File: src/rtl/core/grt_pkg.sv
// grt_pkg: shared widths, constants and helper functions for the grid ray walk
// no dependencies; imported by grt_mul, grt_div and grid_ray_traversal
package grt_pkg;
  localparam int FRAC_BITS = 12;
  localparam int MAP_W_DEF = 8;
  localparam int MAP_H_DEF = 8;
  localparam int MAP_BITS  = 64;
  localparam int ONE       = 1 << FRAC_BITS;
  localparam int SXW       = 15;
  localparam int EXW       = 23;
  localparam int HW        = 16;
  localparam int UW        = 12;
  localparam int CW        = 26;
  localparam int MW        = CW - 1;
  localparam int AW        = FRAC_BITS + 1;
  localparam int PW        = AW + MW;
  localparam int IW        = CW - FRAC_BITS;

  function automatic logic [MW-1:0] mag(input logic signed [CW-1:0] v);
    logic signed [CW-1:0] a;
    a = v[CW-1] ? -v : v;
    return a[MW-1:0];
  endfunction

  function automatic logic [UW-1:0] to_q012(input logic [FRAC_BITS-1:0] f);
    logic [FRAC_BITS+UW-1:0] w;
    w = (FRAC_BITS + UW)'(f) << UW;
    return w[FRAC_BITS+UW-1 -: UW];
  endfunction
endpackage

File: src/rtl/core/grt_mul.sv
// grt_mul: shift-add multiplier, one bit of a per cycle
// depends on grt_pkg
module grt_mul (
  input  logic                   clk,
  input  logic                   rst,
  input  logic                   start,
  input  logic [grt_pkg::AW-1:0] a,
  input  logic [grt_pkg::MW-1:0] b,
  output logic [grt_pkg::PW-1:0] prod,
  output logic                   done
);
  import grt_pkg::*;

  localparam int CNW = $clog2(AW);

  logic [AW-1:0]  a_sh;
  logic [PW-1:0]  b_sh;
  logic [CNW-1:0] cnt;
  logic           busy;

  always_ff @(posedge clk) begin
    if (rst) begin
      busy <= 1'b0;
      done <= 1'b0;
    end else begin
      done <= busy && !start && cnt == CNW'(AW - 1);
      if (start) begin
        prod <= '0;
        a_sh <= a;
        b_sh <= PW'(b);
        cnt  <= '0;
        busy <= 1'b1;
      end else if (busy) begin
        if (a_sh[0]) prod <= prod + b_sh;
        a_sh <= a_sh >> 1;
        b_sh <= b_sh << 1;
        if (cnt == CNW'(AW - 1)) begin
          busy <= 1'b0;
        end else begin
          cnt <= cnt + CNW'(1);
        end
      end
    end
  end
endmodule

File: src/rtl/core/grt_div.sv
// grt_div: restoring divider, one quotient bit per cycle
// depends on grt_pkg; quotient must fit in AW bits
module grt_div (
  input  logic                   clk,
  input  logic                   rst,
  input  logic                   start,
  input  logic [grt_pkg::PW-1:0] dividend,
  input  logic [grt_pkg::MW-1:0] divisor,
  output logic [grt_pkg::AW-1:0] quot,
  output logic                   done
);
  import grt_pkg::*;

  localparam int CNW = $clog2(AW);

  logic [PW-1:0]  rem;
  logic [PW-1:0]  dsh;
  logic [PW:0]    diff;
  logic [CNW-1:0] cnt;
  logic           busy;

  assign diff = {1'b0, rem} - {1'b0, dsh};

  always_ff @(posedge clk) begin
    if (rst) begin
      busy <= 1'b0;
      done <= 1'b0;
    end else begin
      done <= busy && !start && cnt == CNW'(AW - 1);
      if (start) begin
        rem  <= dividend;
        dsh  <= PW'(divisor) << (AW - 1);
        quot <= '0;
        cnt  <= '0;
        busy <= 1'b1;
      end else if (busy) begin
        if (!diff[PW]) rem <= diff[PW-1:0];
        quot <= {quot[AW-2:0], !diff[PW]};
        dsh  <= dsh >> 1;
        if (cnt == CNW'(AW - 1)) begin
          busy <= 1'b0;
        end else begin
          cnt <= cnt + CNW'(1);
        end
      end
    end
  end
endmodule

File: src/rtl/core/grid_ray_traversal.sv
// grid_ray_traversal: one ray per beat walked cell by cell over the occupancy map
// each cell step: setup, serial multiply of FRAC_BITS+1 bits, compare,
// serial divide of FRAC_BITS+1 bits, update; multiply and divide start strobes are registered
// at most 2*(MAP_W+MAP_H)+4 steps; one ray at a time, next ray taken while result waits
// reset: control state cleared, map register reads all zero
module grid_ray_traversal #(
  parameter int MAP_W = grt_pkg::MAP_W_DEF,
  parameter int MAP_H = grt_pkg::MAP_H_DEF
) (
  input  logic                    clk,
  input  logic                    rst,
  input  logic                    cfg_valid,
  output logic                    cfg_ready,
  input  logic [grt_pkg::MAP_BITS-1:0] map_cells,
  input  logic                    in_valid,
  output logic                    in_stall,
  input  logic [grt_pkg::SXW-1:0] start_x,
  input  logic [grt_pkg::SXW-1:0] start_y,
  input  logic signed [grt_pkg::EXW-1:0] end_x,
  input  logic signed [grt_pkg::EXW-1:0] end_y,
  output logic                    out_valid,
  input  logic                    out_stall,
  output logic                    hit,
  output logic [grt_pkg::HW-1:0]  hit_x,
  output logic [grt_pkg::HW-1:0]  hit_y,
  output logic [grt_pkg::UW-1:0]  wall_u
);
  import grt_pkg::*;

  localparam int MAXS = 2 * (MAP_W + MAP_H) + 4;
  localparam int SNW  = $clog2(MAXS + 1);
  localparam int MIW  = $clog2(MAP_W * MAP_H);
  localparam logic signed [IW-1:0] MAPW_S = IW'(MAP_W);
  localparam logic signed [IW-1:0] MAPH_S = IW'(MAP_H);
  localparam logic signed [CW-1:0] XMAX = CW'(MAP_W * ONE);
  localparam logic signed [CW-1:0] YMAX = CW'(MAP_H * ONE);

  typedef enum logic [2:0] {
    S_IDLE, S_SETUP, S_MUL, S_CMP, S_DIV, S_UPD, S_DONE
  } state_t;

  state_t state;
  logic [MAP_BITS-1:0] map_reg;

  logic signed [CW-1:0] x, y, x1, y1, wallx, wally;
  logic signed [IW-1:0] ix, iy, ex, ey;
  logic [SNW-1:0] n;
  logic [AW-1:0] ax, ay;
  logic [MW-1:0] adx, ady;
  logic dx_zero, dy_zero, dx_neg, dy_neg, stepx;
  logic res_hit;
  logic [HW-1:0] res_x, res_y;
  logic [UW-1:0] res_u;

  logic mul_start, div_start, mdone_x, mdone_y, div_done;
  logic [PW-1:0] pxy, pyx, dividend;
  logic [MW-1:0] divisor;
  logic [AW-1:0] quot;

  // input cell setup
  logic signed [CW-1:0] sx, sy, ex_c, ey_c;
  logic signed [IW-1:0] ix0, iy0;
  assign sx   = $signed(CW'(start_x));
  assign sy   = $signed(CW'(start_y));
  assign ex_c = CW'(end_x);
  assign ey_c = CW'(end_y);
  assign ix0  = $signed(sx[CW-1:FRAC_BITS])
              - ((sx[FRAC_BITS-1:0] == '0 && ex_c < sx) ? IW'(1) : IW'(0));
  assign iy0  = $signed(sy[CW-1:FRAC_BITS])
              - ((sy[FRAC_BITS-1:0] == '0 && ey_c < sy) ? IW'(1) : IW'(0));

  // step setup
  logic signed [CW-1:0] dx, dy, wx_c, wy_c;
  logic signed [IW-1:0] fx, fy;
  assign dx = x1 - x;
  assign dy = y1 - y;
  assign fx = $signed(x[CW-1:FRAC_BITS]);
  assign fy = $signed(y[CW-1:FRAC_BITS]);

  always_comb begin
    wx_c = x;
    if (dx > 0) wx_c = {fx + IW'(1), {FRAC_BITS{1'b0}}};
    else if (dx < 0)
      wx_c = (x[FRAC_BITS-1:0] == '0) ? {fx - IW'(1), {FRAC_BITS{1'b0}}}
                                     : {fx, {FRAC_BITS{1'b0}}};
    wy_c = y;
    if (dy > 0) wy_c = {fy + IW'(1), {FRAC_BITS{1'b0}}};
    else if (dy < 0)
      wy_c = (y[FRAC_BITS-1:0] == '0) ? {fy - IW'(1), {FRAC_BITS{1'b0}}}
                                     : {fy, {FRAC_BITS{1'b0}}};
  end

  // update after divide
  logic signed [CW-1:0] qv, nx, ny;
  logic signed [IW-1:0] nix, niy;
  logic off_map, is_wall, at_end;
  logic [MIW-1:0] cidx;
  logic [HW-1:0] cx, cy;
  logic [UW-1:0] cu;

  assign qv = $signed(CW'(quot));

  always_comb begin
    if (stepx) begin
      nx  = wallx;
      ny  = dy_neg ? y - qv : y + qv;
      nix = dx_neg ? ix - IW'(1) : ix + IW'(1);
      niy = $signed(ny[CW-1:FRAC_BITS]);
      cu  = to_q012(ny[FRAC_BITS-1:0]);
    end else begin
      ny  = wally;
      nx  = dx_neg ? x - qv : x + qv;
      niy = dy_neg ? iy - IW'(1) : iy + IW'(1);
      nix = $signed(nx[CW-1:FRAC_BITS]);
      cu  = to_q012(nx[FRAC_BITS-1:0]);
    end
    off_map = nix < 0 || niy < 0 || nix >= MAPW_S || niy >= MAPH_S;
    cidx    = MIW'(int'(niy) * MAP_W + int'(nix));
    is_wall = off_map || map_reg[cidx];
    at_end  = nix == ex && niy == ey;
    if (nx < 0) cx = '0;
    else if (nx > XMAX) cx = XMAX[HW-1:0];
    else cx = nx[HW-1:0];
    if (ny < 0) cy = '0;
    else if (ny > YMAX) cy = YMAX[HW-1:0];
    else cy = ny[HW-1:0];
  end

  grt_mul u_mul_x (
    .clk(clk), .rst(rst), .start(mul_start), .a(ax), .b(ady),
    .prod(pxy), .done(mdone_x)
  );

  grt_mul u_mul_y (
    .clk(clk), .rst(rst), .start(mul_start), .a(ay), .b(adx),
    .prod(pyx), .done(mdone_y)
  );

  grt_div u_div (
    .clk(clk), .rst(rst), .start(div_start), .dividend(dividend),
    .divisor(divisor), .quot(quot), .done(div_done)
  );

  assign cfg_ready = 1'b1;
  assign in_stall  = state != S_IDLE;

  always_ff @(posedge clk) begin
    if (rst) begin
      map_reg <= '0;
    end else if (cfg_valid) begin
      map_reg <= map_cells;
    end
  end

  always_ff @(posedge clk) begin
    if (rst) begin
      state     <= S_IDLE;
      out_valid <= 1'b0;
      mul_start <= 1'b0;
      div_start <= 1'b0;
    end else begin
      mul_start <= state == S_SETUP && !(dx == 0 && dy == 0);
      div_start <= state == S_CMP;
      out_valid <= state == S_DONE || (out_valid && out_stall);
      unique case (state)
        S_IDLE: begin
          if (in_valid) begin
            x     <= sx;
            y     <= sy;
            x1    <= ex_c;
            y1    <= ey_c;
            ix    <= ix0;
            iy    <= iy0;
            ex    <= $signed(ex_c[CW-1:FRAC_BITS]);
            ey    <= $signed(ey_c[CW-1:FRAC_BITS]);
            n     <= '0;
            state <= S_SETUP;
          end
        end
        S_SETUP: begin
          if (dx == 0 && dy == 0) begin
            res_hit <= 1'b0;
            res_x   <= '0;
            res_y   <= '0;
            res_u   <= '0;
            state   <= S_DONE;
          end else begin
            wallx     <= wx_c;
            wally     <= wy_c;
            ax        <= AW'(mag(wx_c - x));
            ay        <= AW'(mag(wy_c - y));
            adx       <= mag(dx);
            ady       <= mag(dy);
            dx_zero   <= dx == 0;
            dy_zero   <= dy == 0;
            dx_neg    <= dx[CW-1];
            dy_neg    <= dy[CW-1];
            state     <= S_MUL;
          end
        end
        S_MUL: begin
          if (mdone_x) state <= S_CMP;
        end
        S_CMP: begin
          if (dx_zero) begin
            stepx    <= 1'b0;
            dividend <= pyx;
            divisor  <= ady;
          end else if (dy_zero || pxy < pyx) begin
            stepx    <= 1'b1;
            dividend <= pxy;
            divisor  <= adx;
          end else begin
            stepx    <= 1'b0;
            dividend <= pyx;
            divisor  <= ady;
          end
          state     <= S_DIV;
        end
        S_DIV: begin
          if (div_done) state <= S_UPD;
        end
        S_UPD: begin
          x  <= nx;
          y  <= ny;
          ix <= nix;
          iy <= niy;
          n  <= n + SNW'(1);
          if (is_wall) begin
            res_hit <= 1'b1;
            res_x   <= cx;
            res_y   <= cy;
            res_u   <= cu;
            state   <= S_DONE;
          end else if (at_end || n == SNW'(MAXS - 1)) begin
            res_hit <= 1'b0;
            res_x   <= '0;
            res_y   <= '0;
            res_u   <= '0;
            state   <= S_DONE;
          end else begin
            state <= S_SETUP;
          end
        end
        S_DONE: begin
          if (!out_valid || !out_stall) begin
            hit       <= res_hit;
            hit_x     <= res_x;
            hit_y     <= res_y;
            wall_u    <= res_u;
            state     <= S_IDLE;
          end
        end
        default: state <= S_IDLE;
      endcase
    end
  end

  a_mul_lockstep: assert property (@(posedge clk) disable iff (rst)
    mdone_x == mdone_y)
    else $error("multipliers out of step");

  a_quot_bound: assert property (@(posedge clk) disable iff (rst)
    div_done |-> quot <= AW'(ONE))
    else $error("crossing offset exceeds one cell");

  a_step_bound: assert property (@(posedge clk) disable iff (rst)
    state == S_UPD |-> n < SNW'(MAXS))
    else $error("step count overrun");

  a_out_from_done: assert property (@(posedge clk) disable iff (rst)
    $rose(out_valid) |-> $past(state == S_DONE))
    else $error("result beat without finished walk");
endmodule
File: config.mk
export PLATFORM = sky130hd
export DESIGN_NAME = grid_ray_traversal
export DESIGN_NICKNAME = d
export VERILOG_FILES = /design/src/rtl/core/grt_pkg.sv /design/src/rtl/core/grt_mul.sv /design/src/rtl/core/grt_div.sv /design/src/rtl/core/grid_ray_traversal.sv
export SDC_FILE = /design/constraint.sdc
export NUM_CORES = 2
export LEC_CHECK = 0
export BUFFER_PORTS_ARGS = -buffer_cell sky130_fd_sc_hd__buf_2
export CAP_MARGIN = 20
export CORE_MARGIN = 2
export CORE_UTILIZATION = 60
export DETAILED_ROUTE_END_ITERATION = 10
export GPL_ROUTABILITY_DRIVEN = 1
export PLACE_DENSITY = 0.82
export SLEW_MARGIN = 0
export SYNTH_ARGS = -nofsm -noshare
export SYNTH_HDL_FRONTEND = slang
export SYNTH_SLANG_ARGS = --single-unit
File: constraint.sdc
create_clock -name clk -period 19 [get_ports clk]
set_input_delay 0.95 -clock clk [delete_from_list [all_inputs] [get_ports clk]]
set_output_delay 0.95 -clock clk [all_outputs]
set_load 0.1 [all_outputs]
==> flow_summary.yaml <==
outcome:
  status: "completed"
floorplan:
  start_util: 0.607
  dieArea_sq_um: 88800
  io_pins: 193
  rows: 107
  core_sq_um: 85400
  fp.dieH_um: 298
  dieWidth_um: 298
global_route:
  grt_overflow: 0
  antenna_found_initial: 6
  grt_pass1_vias: 40300
  grt_util_all_layers: 0.333
  grt_max_degree: 96
  grt_first_pass_wirelength_mm: 231
synthesis:
  synth_edf_count: 696
  async_reset_ff_frac: 0
  yosys_warnings: 0
  netlist_area_sq_um: 51900
  yosys.cell_count.top_type: "edfxtp_1"
  synthTopCellsByArea: "edfxtp_1 40%, ha_1 8.9%, xnor2_1 3.7%, nor2_1 3.6%, mux2i_1 3.0%"
  yosys-top-cells-count: "696 x edfxtp_1, 500 x nor2_1, 371 x ha_1, 369 x nand2_1, 271 x a21oi_1"
  synthCells: 5182
  synth_cell_type_count: 107
  avgSynthCellArea_sq_um: 10.0
  synth.top_cell.area_share: 0.403
  syn-num-nets: 5710
  synth_seq_cells: 771
  synthFlopType: "edfxtp_1"
  yosysTopAreaCell: "edfxtp_1"
  yosysSeqAreaShare: 0.432
finish:
  synthToLayoutAreaGrowth_pct: 9.63
  drive_gt1_frac: 0.102
  multi_input_area_sq_um: 27700
  regArea_sq_um: 22400
  fin_nets: 5819
  fill_cells: 6568
  largest_reg_flops: 64
  final_core_util: 0.666
clock_tree:
  cts_buffers: 85
  cts_root_buf: "clkbuf_16"
  ctsHoldBuffers: 0
  cts_tree: "done"
  clk_pin_slew_worst_paths_ps: 60
  clock_sinks: 771
  clkLatencyLatePin_ps: 660
  cts.repair.resized: 0
  clockBufferDepth: 3
  post_cts_buffers: 0
  h-tree-depth: 3
sta:
  slew_viol_final: 0
  setup_viol: 0
  fin_crit_ps: 8250
  finalSetupTns_ps: 0
  slew_headroom: 0.289
  rsz0062_at_grt: "no"
  max_freq_mhz: 121
  finalCritPeriodShare: 0.434
  tightestPinTransition_ps: 1070
  hold_viol_final: 0
  fin_skew_ps: 27.5
setup_path:
  setup.worst_path.start_class: "flip-flop"
  slowest_stage: "a2111oi_0"
  path_cells: "inv_1 > ha_1 > nand2_1 > nor3_1 > nor3b_1 > nor2_1 > xnor2_1 > ha_1 > nor2b_1 > o21a_1 > a2111oi_0 > a211oi_1 > nor3b_2 > inv_1 > fa_1 > xnor2_1 > xnor2_1 > mux2i_1 > xor2_1 > a211oi_1 > nor4_1 > o22a_1 > nand2_1 > nor4_1"
  r2r-start: "u_div.quot[0]"
  critPathKind: "reg -> reg"
  critical-path-max-stage-delay_ps: 860
  crit_start: "u_div.quot[0]"
  critPathMaxFanout: 16
  worst_path_most_repeated_cell: "xnor2_1"
  end_kind: "flip-flop"
  crit_arrival_ps: 8690
  ff2ff_setup_slack_ps: 10750
  crit_required_ps: 19440
hold_path:
  min_from: "res_u[3]"
  hold_class: "reg -> reg"
power_and_ir_drop:
  p_leak_nw: 22.6
  p_total_mw: 4.54
  power_density_nw_per_um2: 79.8
  peakVddDrop_uv: 74.1
detailed_routing:
  wl_mm: 152
  wl_per_cell_um: 23.3
  final_antenna_net_count: 0
  firstDrtPassIters: 7
  drt-initial-drc-count: 5206
  vias: 42500
  drc_errors: 0
  vias_per_cell: 6.53
placement:
  io_buffer_count: 191
  dp_hpwl_mm: 114
  place.gp.congestion: 1.03
run:
  maxCapViolations: 0
==> worst paths after layout <==
path / end / depth (start not counted)
max reg2reg: res_y[12] / 24
min reg2reg: wall_u[3] / 0
min: wall_u[3] / 0
max: res_y[12] / 24
==> critical path: cells and delay by family, from the launching register on <==
kind	cells	cell delay [ps]
fa+ha+maj	3	1130
compound gates	5	1800
flops	1	470
mux	1	580
xor+xnor	4	800
buf+inv	2	260
simple gates	9	2980
==> cell type report <==
class,instances,share of cell area
Antenna cell,2,0.0000880
Clock buffer,102,0.0389
Clock inverter,53,0.0126
Inverter,272,0.0180
Multi-Input combinational cell,3923,0.488
Sequential cell,771,0.394
Tap cell,1144,0.0252
Timing Repair Buffer,238,0.0238
==> layer usage <==
metal | up-vias | track usage | routed length [um]
met4 | 4 | 0.163 | 8500
met3 | 397 | 0.0451 | 14200
li1 | 19600 | - | -
met5 | - | 0 | 29
met1 | 20200 | 0.447 | 60100
met2 | 2196 | 0.533 | 69100
==> cell usage in the layout, fill, tap and decap left out, types with 27 or more instances in the layout <==
| master | netlist | final |
|---|---|---|
| nor3b_1 | 46 | 46 |
| o31ai_1 | 28 | 28 |
| dfxtp_1 | 75 | 73 |
| ha_1 | 371 | 371 |
| clkbuf_16 | 0 | 85 |
| xnor2_1 | 221 | 221 |
| mux2i_1 | 154 | 154 |
| nand4_1 | 50 | 50 |
| buf_4 | 4 | 46 |
| a31oi_1 | 43 | 43 |
| o21ai_0 | 270 | 270 |
| inv_1 | 270 | 270 |
| a221oi_1 | 29 | 29 |
| a21oi_1 | 271 | 268 |
| nand2_1 | 369 | 368 |
| nor2b_1 | 119 | 118 |
| a222oi_1 | 36 | 36 |
| nor4_1 | 48 | 48 |
| nor2_1 | 500 | 495 |
| a21boi_0 | 27 | 27 |
| a211oi_1 | 51 | 51 |
| a21o_1 | 141 | 139 |
| or3_1 | 39 | 39 |
| xor2_1 | 122 | 122 |
| o311ai_0 | 42 | 42 |
| and2_1 | 51 | 51 |
| o21bai_1 | 40 | 40 |
| and3_1 | 42 | 41 |
| buf_2 | 7 | 189 |
| nand4b_1 | 43 | 43 |
| nand2b_1 | 50 | 50 |
| nand3_1 | 89 | 89 |
| edfxtp_1 | 696 | 696 |
| o21a_1 | 48 | 48 |
| o211ai_1 | 31 | 31 |
| or2_2 | 27 | 27 |
| nor3_1 | 120 | 118 |
| mux2_2 | 82 | 82 |
==> report_power, final <==
part	leakage (nW)	internal (mW)	switching, mW	total, mW
Combinational	14.2	0.304	0.504	0.809
Sequential	7.01	1.92	0.0517	1.97
Clock	1.42	1.03	0.723	1.75
Total	22.6	3.26	1.28	4.54
==> through the flow <==
stage          cell area (sq um)  hold slack (ps)  cells  setup slack, ps
2_1_floorplan              51900              400   5182             8570
3_3_place_gp               53900              401   6345            11220
3_5_place_dp               53900              406   6346            11060
4_1_cts                    56800              420   6501            10990
5_1_grt                    56900              424   6505            10330
6_report                   56900              418   6505            10750
==> cells by family after synthesis <==
kind of cell               synth area share
and+or+nand+nor                       0.161
AOI/OAI and AO/OA                     0.171
DFF                                   0.432
buffers and inverters                0.0361
adders and majority gates            0.0941
xor gates and xnor gates             0.0583
muxes                                0.0475
other                             0.0000723
No activity file was read; power rests on OpenSTA's default activity.
